## config.mk

```make
export PLATFORM = sky130hd
export DESIGN_NAME = chs_lba_cell
export DESIGN_NICKNAME = d
export VERILOG_FILES = /design/src/rtl/chs_lba_pkg.sv /design/src/rtl/chs_lba_cell.sv
export SDC_FILE = /design/constraint.sdc
export NUM_CORES = 1
export LEC_CHECK = 0
export ABC_AREA = 0
export BUFFER_PORTS_ARGS = -buffer_cell sky130_fd_sc_hd__buf_2
export CORE_MARGIN = 2
export CORE_UTILIZATION = 34
export DETAILED_ROUTE_END_ITERATION = 10
export GPL_ROUTABILITY_DRIVEN = 0
export MAX_ROUTING_LAYER = met4
export SLEW_MARGIN = 20
export SYNTH_ARGS = -nofsm -noshare
export SYNTH_HDL_FRONTEND = slang
export SYNTH_SLANG_ARGS = --single-unit
```

## constraint.sdc

```tcl
create_clock -name i_clk -period 7.9 [get_ports i_clk]
set_input_delay 1.58 -clock i_clk [delete_from_list [all_inputs] [get_ports i_clk]]
set_output_delay 1.58 -clock i_clk [all_outputs]
set_load 0.01 [all_outputs]
```

## src/rtl/chs_lba_pkg.sv

```systemverilog
// Package: request, result and pipeline word types for the CHS/LBA converter.
package chs_lba_pkg;

    localparam int K_GEOM_W    = 16;
    localparam int K_LBA_IN_W  = 31;
    localparam int K_LBA_OUT_W = 48;
    localparam int K_CYL_W     = 10;
    localparam int K_SEC_W     = 6;
    localparam int K_PCYL_W    = 2 * K_GEOM_W;
    localparam int K_DIV_W     = K_PCYL_W + K_CYL_W - 1;
    localparam int K_HC_W      = K_GEOM_W + K_CYL_W;
    localparam int K_SUM_W     = K_HC_W + 1;
    localparam int K_PROD_W    = K_SUM_W + K_GEOM_W;
    localparam int K_CYL_CELLS  = K_CYL_W;
    localparam int K_HEAD_CELLS = K_GEOM_W;

    localparam logic [K_CYL_W-1:0]  K_CYL_MAX      = 10'd1023;
    localparam logic [K_GEOM_W-1:0] K_GEOM_UNKNOWN = 16'hFFFF;
    localparam logic [7:0]          K_CYL_HI_MASK  = 8'hC0;
    localparam logic [7:0]          K_SECT_MASK    = 8'h3F;

    localparam logic K_REG_HEADS = 1'b0;
    localparam logic K_REG_SPT   = 1'b1;
    localparam logic K_REQ_CHS_TO_LBA = 1'b0;

    typedef struct packed {
        logic                  req_type;
        logic [K_LBA_IN_W-1:0] lba_in;
        logic [7:0]            head_byte_in;
        logic [7:0]            sector_byte_in;
        logic [7:0]            cylinder_byte_in;
    } t_req;

    typedef struct packed {
        logic [K_LBA_OUT_W-1:0] lba_out;
        logic [7:0]             head_byte_out;
        logic [7:0]             sector_byte_out;
        logic [7:0]             cylinder_byte_out;
    } t_rsp;

    typedef struct packed {
        logic                req_type;
        logic                clamp;
        logic                bad;
        logic [K_SEC_W-1:0]  sec;
        logic [K_PROD_W-1:0] prod;
        logic [K_GEOM_W-1:0] spt;
        logic [K_GEOM_W-1:0] heads;
        logic [K_CYL_W-1:0]  cyl;
    } t_side;

    typedef struct packed {
        logic                  valid;
        logic [K_LBA_IN_W-1:0] rem;
        logic [K_DIV_W-1:0]    div;
        logic [K_GEOM_W-1:0]   q;
        t_side                 side;
    } t_cell_word;

endpackage

```

## src/rtl/chs_lba_cell.sv

```systemverilog
// Divider cell: one restoring quotient bit, hands the word to the next cell.
module chs_lba_cell
    import chs_lba_pkg::*;
(
    input  logic       i_clk,
    input  logic       i_rst_n,
    input  logic       i_en,
    input  t_cell_word i_word,
    output t_cell_word o_word
);

    t_cell_word r_word;
    t_cell_word n_word;
    logic       w_ge;

    always_comb begin
        w_ge   = {{(K_DIV_W-K_LBA_IN_W){1'b0}}, i_word.rem} >= i_word.div;
        n_word = i_word;
        n_word.div = i_word.div >> 1;
        n_word.q   = {i_word.q[K_GEOM_W-2:0], w_ge};
        if (w_ge) begin
            n_word.rem = i_word.rem - i_word.div[K_LBA_IN_W-1:0];
        end
    end

    always_ff @(posedge i_clk) begin
        if (!i_rst_n) begin
            r_word.valid <= 1'b0;
        end else if (i_en) begin
            r_word <= n_word;
        end
    end

    assign o_word = r_word;

endmodule

```

==> results of run 1 <==
==> final cells by class <==
cell class | instances | share of cell area [%]
clock inverters | 14 | 1.43
repair buffers | 370 | 17.6
flip-flops and latches | 182 | 51.6
inverters | 39 | 1.38
multi-input cells | 263 | 20.4
diodes | 8 | 0.189
clock buffers | 18 | 4.06
well taps | 285 | 3.37
==> layer usage <==
metal / vias to the layer above / global-route usage, % / routed length, um / share of wire, %
li1: 2662 / - / - / -
met1: 2680 / 19.6 / 8730 / 38
met5: - / - / 0 / 0
met4: 0 / 7.08 / 663 / 2.9
met3: 37 / 6.97 / 1790 / 7.8
met2: 211 / 32.6 / 11900 / 51
==> worst min-delay path by stage <==
stage / start / end / slack, ns / depth (start not counted)
after global routing: o_word[182] / o_word[182] / 0.58 / 2
after CTS: o_word[182] / o_word[182] / 0.56 / 2
final: o_word[182] / o_word[182] / 0.56 / 2
after global placement: o_word[182] / o_word[182] / 0.51 / 2
after detailed placement: o_word[182] / o_word[182] / 0.54 / 2
after floorplan: o_word[182] / o_word[182] / 0.54 / 2
==> synth_stat cells, types with 2 or more instances <==
master                     number  share of area (%)
sky130_fd_sc_hd__o31ai_1        3               0.29
sky130_fd_sc_hd__a211oi_2       2               0.32
sky130_fd_sc_hd__and3_1         6               0.48
sky130_fd_sc_hd__inv_1         39                1.9
sky130_fd_sc_hd__a221o_1        3               0.38
sky130_fd_sc_hd__buf_2          3               0.19
sky130_fd_sc_hd__nand4_1        5               0.40
sky130_fd_sc_hd__nor2b_1        2               0.16
sky130_fd_sc_hd__a31oi_1        3               0.24
sky130_fd_sc_hd__o21bai_1       5               0.48
sky130_fd_sc_hd__and2_1         3               0.24
sky130_fd_sc_hd__clkbuf_1       5               0.24
sky130_fd_sc_hd__nand2_1       20               0.96
sky130_fd_sc_hd__a221oi_1       2               0.22
sky130_fd_sc_hd__edfxtp_1     181                 69
sky130_fd_sc_hd__nor4_1         3               0.24
sky130_fd_sc_hd__a2111o_1       2               0.29
sky130_fd_sc_hd__a21oi_1       24                1.5
sky130_fd_sc_hd__mux2_4        29                5.5
sky130_fd_sc_hd__buf_12         3               0.76
sky130_fd_sc_hd__nand2b_1       2               0.16
sky130_fd_sc_hd__xnor2_1       13                1.4
sky130_fd_sc_hd__ha_1          31                4.9
sky130_fd_sc_hd__a21boi_0       2               0.19
sky130_fd_sc_hd__o21ai_0       18                1.1
sky130_fd_sc_hd__xor2_1        11                1.2
sky130_fd_sc_hd__nand3_1        8               0.51
sky130_fd_sc_hd__o211ai_1       2               0.19
sky130_fd_sc_hd__mux2i_1        2               0.25
sky130_fd_sc_hd__a22oi_1        2               0.19
sky130_fd_sc_hd__a21o_1        16                1.5
sky130_fd_sc_hd__o41ai_1        2               0.22
sky130_fd_sc_hd__a211oi_1       3               0.29
sky130_fd_sc_hd__nor3_1         5               0.32
sky130_fd_sc_hd__nor2_1        18               0.86
==> logic make-up (layout without fill, tap and decap cells) <==
group,after synthesis,count (layout),share of synthesized area (%)
fa+ha+maj,32,32,5.19
buf+inv,51,441,3.15
xor+xnor,24,24,2.68
mux,32,32,5.94
simple gates,76,76,4.84
compound gates,98,98,8.68
flops,182,182,69.5
other cells,1,9,0.0477
==> power breakdown <==
| group | switching, mW | internal (mW) |
|---|---|---|
| clock network | 0.424 | 0.425 |
| registers | 0.0136 | 1.13 |
| logic | 0.198 | 0.149 |
==> worst max-delay path: stages <==
cell and delay (ns):
sky130_fd_sc_hd__buf_2 0.09, sky130_fd_sc_hd__inv_1 0.04, sky130_fd_sc_hd__ha_1 0.45, sky130_fd_sc_hd__and4_4 0.28, sky130_fd_sc_hd__nand2_1 0.05, sky130_fd_sc_hd__o31ai_1 0.58, sky130_fd_sc_hd__a211oi_2 0.30, sky130_fd_sc_hd__o21ai_1 0.38
sky130_fd_sc_hd__a41o_4 0.68, sky130_fd_sc_hd__mux2_2 0.40
==> reports/results.txt, run 1 <==
Layout Cell Area excl Fill = 10600 um^2
Type of the setup path with the least slack = in2reg
Power density relative to cell area = 222 nW/um^2
Critical register-to-register path startpoint = o_word[182]
Clock Tree Root = sky130_fd_sc_hd__clkbuf_16
Total Neg Setup Slack = 0 ns
Longest Clk Path Bufs = 2
Area occupied by multi-input gates = 2150 um^2
Critical path endpoint category = flip-flop
Synth unique cells = 53
Post-cts gate resize count = 0
Main synth FF type = sky130_fd_sc_hd__edfxtp_1
# setup viols final = 0
Clock insertion delay at the later pin of the skew report = 0.43 ns
Initial Utilization = 34.7%
Most frequent standard cell in the layout excluding fill and tap cells = sky130_fd_sc_hd__buf_2
Cts hold-fix bufs = 0
Mapped Avg Cell Area = 15.8 um^2
Run status = finished, final reports clean
Share of the core filled with cells in the final layout = 46.7%
Worst min-delay path class = reg2reg
Commonest non-fill, non-tap cells in the layout = sky130_fd_sc_hd__buf_2, sky130_fd_sc_hd__edfxtp_1, sky130_fd_sc_hd__inv_1, sky130_fd_sc_hd__ha_1, sky130_fd_sc_hd__mux2_4
Total clock sinks = 182
Wirelength, routed = 23.0 mm
Actual slew at the worst max-slew pin = 1.05 ns
Clock H-tree levels = 4
First-pass DRT Iterations = 5
Register cell area after layout = 5460 um^2
Overall global routing resource usage = 18.8%
Mean number of vias per cell = 4.74
Number of global-route vias before repair = 5542
Crit start category = input port
Die Outline Area = 24300 um^2
Initial antenna violation count = 8
Die Y = 156 um
Via count = 5590
Clock tree from TritonCTS = done
Worst Reg2Reg Path Length in Cells = 2
Number of enable-type register cells in the synthesized netlist = 181
Worst setup slack for register-to-register paths = 7.28 ns
Min setup slack post-route = 3.24 ns
Pre-CTS worst setup slack = 2.67 ns
CP Data Required Time = 8.09 ns
Layout Skew = 0 ns
Core box area = 22600 um^2
Data arrival time of the critical path = 4.85 ns
Sequential-to-total area share from yosys stat = 69.5%
Cts bufs inserted = 17
Max FFs per register = 182
Synthesized Nets = 714
Unrepaired setup endpoints after global routing = false
Worst Setup EP = o_word[181]
Max-capacitance violation count = 0
Share of post-route cells with drive strength above 1 = 49.7%
Row Count = 55
Syn Std Cell Area = 7850 um^2
Port Buffers = 366
Critical path origin = i_word[121]
Power Total = 2.34 mW
Final Hold Vio Count = 0
Maximum number of pins on one net before global-route repair = 78
Cell area after placement = 9970 um^2
Largest fanout on the critical path = 31
Post-synthesis instance total = 496
HPWL Detailed = 18.0 mm
Congestion Overflow GR = 0
Die X = 156 um
ANT nets after route = 0
Max rail drop VDD = 0.000112 V
Top-Level Pins = 369
Fraction of registers with async set/reset = 0%
Shortest period the worst path allows = 4.66 ns
Post-CTS setup buffer count = 0
Wire length of the first global-routing pass = 32.5 mm
Post-layout instance count excluding filler cells = 1179
Share of the cycle needed by the critical path after routing = 59.0%
End of the worst register-to-register path = o_word[182]
Initial drt markers = 348
Placed instance count = 1139
Clock edge transition at the registers on the reported setup and hold paths = 0.08 ns
Syn. warnings = 0
Number of pins exceeding their max-slew limit in the final report = 0
Number of DRC violations after detailed routing = 0
Fmax = 214 MHz
Number of synthesized register bits = 182
Fill cells = 2087
Fin nets = 1091
Area Growth Syn to Fin = 34.6%
Worst slew margin relative to its limit = 30.2%
Total leakage power = 4.62 nW
Routed length per placed instance = 19.5 um
Tightest hold margin = 0.562 ns
No activity file was read; power rests on OpenSTA's default activity.
==> inputs of run 2 (changes only) <==
==> constraint.sdc (replaced) <==
create_clock -name i_clk -period 4.2 [get_ports i_clk]
set_input_delay 0.84 -clock i_clk [delete_from_list [all_inputs] [get_ports i_clk]]
set_output_delay 0.84 -clock i_clk [all_outputs]
set_load 0.01 [all_outputs]
==> run 2 against run 1 <==
Net effect:
- clock-buffer cell count is 1 lower
- first-iteration DRC count is 18% lower
- sequential cell count stayed put
- hold slack worse by 0.039 ns
- setup slack worse by 2.6 ns
- final cell count is 0.51% higher
- critical path type unchanged
- non-clock buffer count is 6 higher
- final area is 1.0% higher
==> reports/results.txt, run 2 (synthesized netlist as in run 1, its figures left out) <==
Total leakage power = 4.67 nW
Initial drt markers = 286
Overall global routing resource usage = 18.6%
End of the worst register-to-register path = o_word[182]
Area Growth Syn to Fin = 36.0%
Cell at the slowest stage of the critical path = sky130_fd_sc_hd__fa_1
Clock H-tree levels = 4
Layout Cell Area excl Fill = 10700 um^2
Crit start category = input port
Clock insertion delay at the later pin of the skew report = 0.43 ns
Core box area = 22600 um^2
Share of the cycle needed by the critical path after routing = 84.2%
Maximum number of pins on one net before global-route repair = 78
Max rail drop VDD = 0.000183 V
Number of global-route vias before repair = 5286
Layout Skew = 0 ns
Count of buffering cells on the critical path with inverters included = 4
Cell-internal power = 3.24 mW
Max-capacitance violation count = 0
Die Y = 156 um
Most frequent standard cell in the layout excluding fill and tap cells = sky130_fd_sc_hd__buf_2
Tightest hold margin = 0.524 ns
Critical register-to-register path startpoint = o_word[182]
End point of the most critical hold path = o_word[182]
Total clock sinks = 182
Clock tree from TritonCTS = done
Number of pins exceeding their max-slew limit in the final report = 0
Via count = 5563
Longest Clk Path Bufs = 2
Worst Reg2Reg Path Length in Cells = 2
Worst min-delay path class = reg2reg
Proportion of power drawn by combinational gates = 14.8%
Fraction of power consumed by sequential logic = 48.1%
Row Count = 55
Total Neg Setup Slack = 0 ns
Commonest non-fill, non-tap cells in the layout = sky130_fd_sc_hd__buf_2, sky130_fd_sc_hd__edfxtp_1, sky130_fd_sc_hd__inv_1, sky130_fd_sc_hd__ha_1, sky130_fd_sc_hd__mux2_4
Fraction of power consumed by the clock network = 37.1%
Congestion Overflow GR = 0
Run status = finished, final reports clean
ANT nets after route = 0
Post-CTS setup buffer count = 0
Min setup slack post-route = 0.664 ns
Clock edge transition at the registers on the reported setup and hold paths = 0.08 ns
Crit path max-delay family = compound AO/OA/AOI/OAI gates
Share of post-route cells with drive strength above 1 = 50.1%
Number of DRC violations after detailed routing = 0
Final Hold Vio Count = 0
Initial Utilization = 34.7%
Fill cells = 2095
Crit path cell chain = buf_2 -> inv_1 -> ha_1 -> inv_1 -> fa_1 -> a211oi_1 -> nor2_1 -> o211a_1 -> o41ai_1 -> buf_4 -> o31ai_1 -> a41o_1 -> xor2_1 -> mux2_2
Mean number of vias per cell = 4.69
Share of the core filled with cells in the final layout = 47.2%
Power density relative to cell area = 420 nW/um^2
Clock Tree Root = sky130_fd_sc_hd__clkbuf_16
Worst slew margin relative to its limit = 48.0%
First-pass DRT Iterations = 7
HPWL Detailed = 17.8 mm
Placed instance count = 1145
Cts hold-fix bufs = 0
CP dominant cell by count = sky130_fd_sc_hd__inv_1
Power Total = 4.48 mW
Largest fanout on the critical path = 4
Actual slew at the worst max-slew pin = 0.774 ns
Area occupied by multi-input gates = 2150 um^2
Wirelength, routed = 22.8 mm
Wire length of the first global-routing pass = 32.3 mm
# setup viols final = 0
Routed length per placed instance = 19.3 um
CP Data Required Time = 4.39 ns
Switching power = 1.24 mW
Initial antenna violation count = 7
Critical path endpoint category = flip-flop
Highest cell delay on the worst timing path = 0.42 ns
Cts bufs inserted = 17
Switching portion of total power = 27.6%
Worst setup slack for register-to-register paths = 3.61 ns
Shortest period the worst path allows = 3.54 ns
Register cell area after layout = 5460 um^2
Unrepaired setup endpoints after global routing = false
Post-layout instance count excluding filler cells = 1185
Fin nets = 1097
Die Outline Area = 24300 um^2
Die X = 156 um
Max FFs per register = 182
Type of the setup path with the least slack = in2reg
Port Buffers = 366
Pre-CTS worst setup slack = 0.215 ns
Post-cts gate resize count = 0
Top-Level Pins = 369
Cell area after placement = 10000 um^2
Data arrival time of the critical path = 3.72 ns
Hold path depth = 2
Fmax = 283 MHz
Start point of the worst min-delay path = o_word[182]
==> run 2: cell types whose count changed in the layout (fill, tap and decap cells not counted), sizes merged <==
cell	previous run	this run
buf	370	376
clkinv	5	7
clkbuf	18	17
clkinvlp	1	0
==> run 2: power by group through the flow <==
stage	clock, mW	sequential (mW)	combinational [mW]
after floorplan	0	2.28	0.281
after global placement	0	2.19	0.665
after detailed placement	0	2.20	0.671
after CTS	1.71	2.16	0.674
after global routing	1.78	2.17	0.728
final	1.66	2.15	0.665
==> run 2: final cells by class <==
cell class                      instances  area share, %
Antenna cell                            8          0.187
Clock buffer                           17           3.98
Clock inverter                         15           1.83
Inverter                               39           1.37
Multi-Input combinational cell        263           20.2
Sequential cell                       182           51.1
Tap cell                              285           3.34
Timing Repair Buffer                  376           18.1
==> run 2: worst max path at each step <==
stage,from,endpoint,slack [ns],cells after the start
after global placement,i_word[151],o_word[181],0.24,14
after detailed placement,i_word[151],o_word[181],0.22,14
after global routing,i_word[151],o_word[181],0.50,14
after CTS,i_word[151],o_word[181],0.69,14
final,i_word[151],o_word[181],0.66,14
after floorplan,i_word[151],o_word[181],0.57,12
==> run 2: layer usage <==
layer  up-vias  wire length (um)  global-route usage, %
met5         -                 0                      -
met3        23              1940                   6.00
li1       2674                 -                      -
met1      2649              8940                   21.1
met2       217             11600                   31.6
met4         0               364                   5.07
==> run 2: worst register-to-register path, cell delays in order (launching register included) <==
cell and delay [ns]:
sky130_fd_sc_hd__dfxtp_1 0.31, sky130_fd_sc_hd__mux2i_1 0.12, sky130_fd_sc_hd__nor2b_1 0.06
==> inputs of run 3 (changes only) <==
==> constraint.sdc (replaced) <==
create_clock -name i_clk -period 3 [get_ports i_clk]
set_input_delay 0.6 -clock i_clk [delete_from_list [all_inputs] [get_ports i_clk]]
set_output_delay 0.6 -clock i_clk [all_outputs]
set_load 0.01 [all_outputs]
==> run 3 against run 2 <==
Net effect:
- hold slack lost 0.19 ns
- utilization up 3.6 points
- global-route usage up 0.70 points
- setup slack worse by 0.54 ns
- wire length increased by 2.7%
- final area is 7.7% higher
==> reports/results.txt, run 3 (synthesized netlist as in run 1, its figures left out) <==
Run status = finished, final reports clean
Die X = 156 um
Mean number of vias per cell = 4.65
Share of the cycle needed by the critical path after routing = 96.0%
Die Outline Area = 24300 um^2
Via count = 5896
Most frequent standard cell in the layout excluding fill and tap cells = sky130_fd_sc_hd__buf_2
Top-Level Pins = 369
First-pass DRT Iterations = 5
Crit start category = input port
Post-cts gate resize count = 0
Routed length per placed instance = 18.5 um
Data arrival time of the critical path = 3.05 ns
Cell-internal power = 4.63 mW
Clock edge transition at the registers on the reported setup and hold paths = 0.08 ns
Clock Tree Root = sky130_fd_sc_hd__clkbuf_16
Cts hold-fix bufs = 0
Type of the setup path with the least slack = in2reg
Fin nets = 1180
Clock insertion delay at the later pin of the skew report = 0.42 ns
Clock H-tree levels = 4
Overall global routing resource usage = 19.3%
Cell area after placement = 10900 um^2
Wirelength, routed = 23.4 mm
Shortest period the worst path allows = 2.88 ns
Actual slew at the worst max-slew pin = 0.600 ns
Total leakage power = 5.08 nW
CP dominant cell by count = sky130_fd_sc_hd__a221o_1
Highest cell delay on the worst timing path = 0.36 ns
Critical Path Stages = 12
Switching power = 1.70 mW
Row Count = 55
Critical path origin = i_word[134]
Proportion of power drawn by combinational gates = 17.4%
Total clock sinks = 182
Number of DRC violations after detailed routing = 0
Post-CTS setup buffer count = 0
Worst Setup EP = o_word[172]
Worst min-delay path class = in2reg
Initial antenna violation count = 9
Max FFs per register = 182
Crit path max-delay family = compound AO/OA/AOI/OAI gates
Clock tree from TritonCTS = done
Fraction of power consumed by the clock network = 34.9%
CP Data Required Time = 3.17 ns
Number of pins exceeding their max-slew limit in the final report = 0
Largest fanout on the critical path = 6
Initial Utilization = 34.7%
End of the worst register-to-register path = o_word[182]
Share of post-route cells with drive strength above 1 = 56.8%
Cell at the slowest stage of the critical path = sky130_fd_sc_hd__a221o_1
Fmax = 347 MHz
ANT nets after route = 0
HPWL Detailed = 18.5 mm
Tightest hold margin = 0.335 ns
Unrepaired setup endpoints after global routing = false
Layout Skew = 0 ns
Worst slew margin relative to its limit = 60.0%
Layout Cell Area excl Fill = 11500 um^2
Worst setup slack for register-to-register paths = 2.41 ns
Count of buffering cells on the critical path with inverters included = 3
Longest Clk Path Bufs = 2
Wire length of the first global-routing pass = 33.8 mm
Fraction of power consumed by sequential logic = 47.7%
Switching portion of total power = 26.8%
Max rail drop VDD = 0.000355 V
Commonest non-fill, non-tap cells in the layout = sky130_fd_sc_hd__buf_2, sky130_fd_sc_hd__edfxtp_1, sky130_fd_sc_hd__buf_4, sky130_fd_sc_hd__inv_1, sky130_fd_sc_hd__mux2_4
Port Buffers = 366
Final Hold Vio Count = 0
Congestion Overflow GR = 0
Power density relative to cell area = 550 nW/um^2
Worst Reg2Reg Path Length in Cells = 2
Area Growth Syn to Fin = 46.5%
Fill cells = 2018
Initial drt markers = 405
Critical register-to-register path startpoint = o_word[182]
Number of global-route vias before repair = 5741
Crit path cell chain = buf_2 -> inv_1 -> ha_4 -> a21oi_1 -> o21ai_0 -> a221o_1 -> a21o_1 -> a221o_1 -> nor2b_4 -> a41o_4 -> buf_4 -> mux2_4
Core box area = 22600 um^2
Max-capacitance violation count = 0
Cts bufs inserted = 17
# setup viols final = 0
Critical path endpoint category = flip-flop
Maximum number of pins on one net before global-route repair = 112
Die Y = 156 um
[run 3: cell types whose count changed in the layout (fill, tap and decap cells not counted), sizes merged]
cell	previous run	this run
buf	376	459
diode	8	10
inv	47	46
[run 3: how the worst min path moves through the flow]
| stage | start | endpoint | slack [ns] | cells after the start |
|---|---|---|---|---|
| 2_1_floorplan | o_word[182] | o_word[182] | 0.54 | 2 |
| 3_3_place_gp | o_word[182] | o_word[182] | 0.51 | 2 |
| 3_5_place_dp | o_word[182] | o_word[182] | 0.50 | 2 |
| 4_1_cts | i_word[101] | o_word[102] | 0.32 | 1 |
| 5_1_grt | i_word[101] | o_word[102] | 0.31 | 1 |
| 6_report | i_word[14] | o_word[14] | 0.34 | 1 |
[run 3: power groups by stage]
stage | clock network [mW] | registers (mW) | logic [mW]
5_1_grt | 2.37 | 3.04 | 1.20
2_1_floorplan | 0 | 3.18 | 0.437
3_3_place_gp | 0 | 3.07 | 1.10
4_1_cts | 2.27 | 3.02 | 1.12
3_5_place_dp | 0 | 3.08 | 1.11
6_report | 2.21 | 3.02 | 1.10
[run 3: per-layer routing]
metal  track usage [%]  routed length (um)  vias up
li1                  -                   -     2848
met1              21.8                9290     2809
met2              32.8               12100      223
met3              6.69                1820       16
met4              4.81                 265        0
met5                 -                   0        -
[run 3: stage by stage]
stage	setup TNS (ns)	utilization, %	power [mW]	setup WS [ns]	std cells
6_report	0	50.8	6.33	0.121	1269
3_5_place_dp	-9.60	48.1	4.19	-0.333	1228
2_1_floorplan	-2.92	-	3.62	-0.101	496
3_3_place_gp	-9.67	48.1	4.17	-0.323	1228
4_1_cts	0	50.7	6.40	0.119	1259
5_1_grt	0	50.8	6.61	0.0124	1268
[run 3: area by class of cell]
type / count / area, um^2 / area share, %
Antenna cell: 10 / 25.0 / 0.218
Clock buffer: 17 / 425 / 3.70
Clock inverter: 14 / 158 / 1.37
Inverter: 39 / 154 / 1.34
Multi-Input combinational cell: 263 / 2350 / 20.4
Sequential cell: 182 / 5460 / 47.4
Tap cell: 285 / 357 / 3.10
Timing Repair Buffer: 459 / 2580 / 22.4
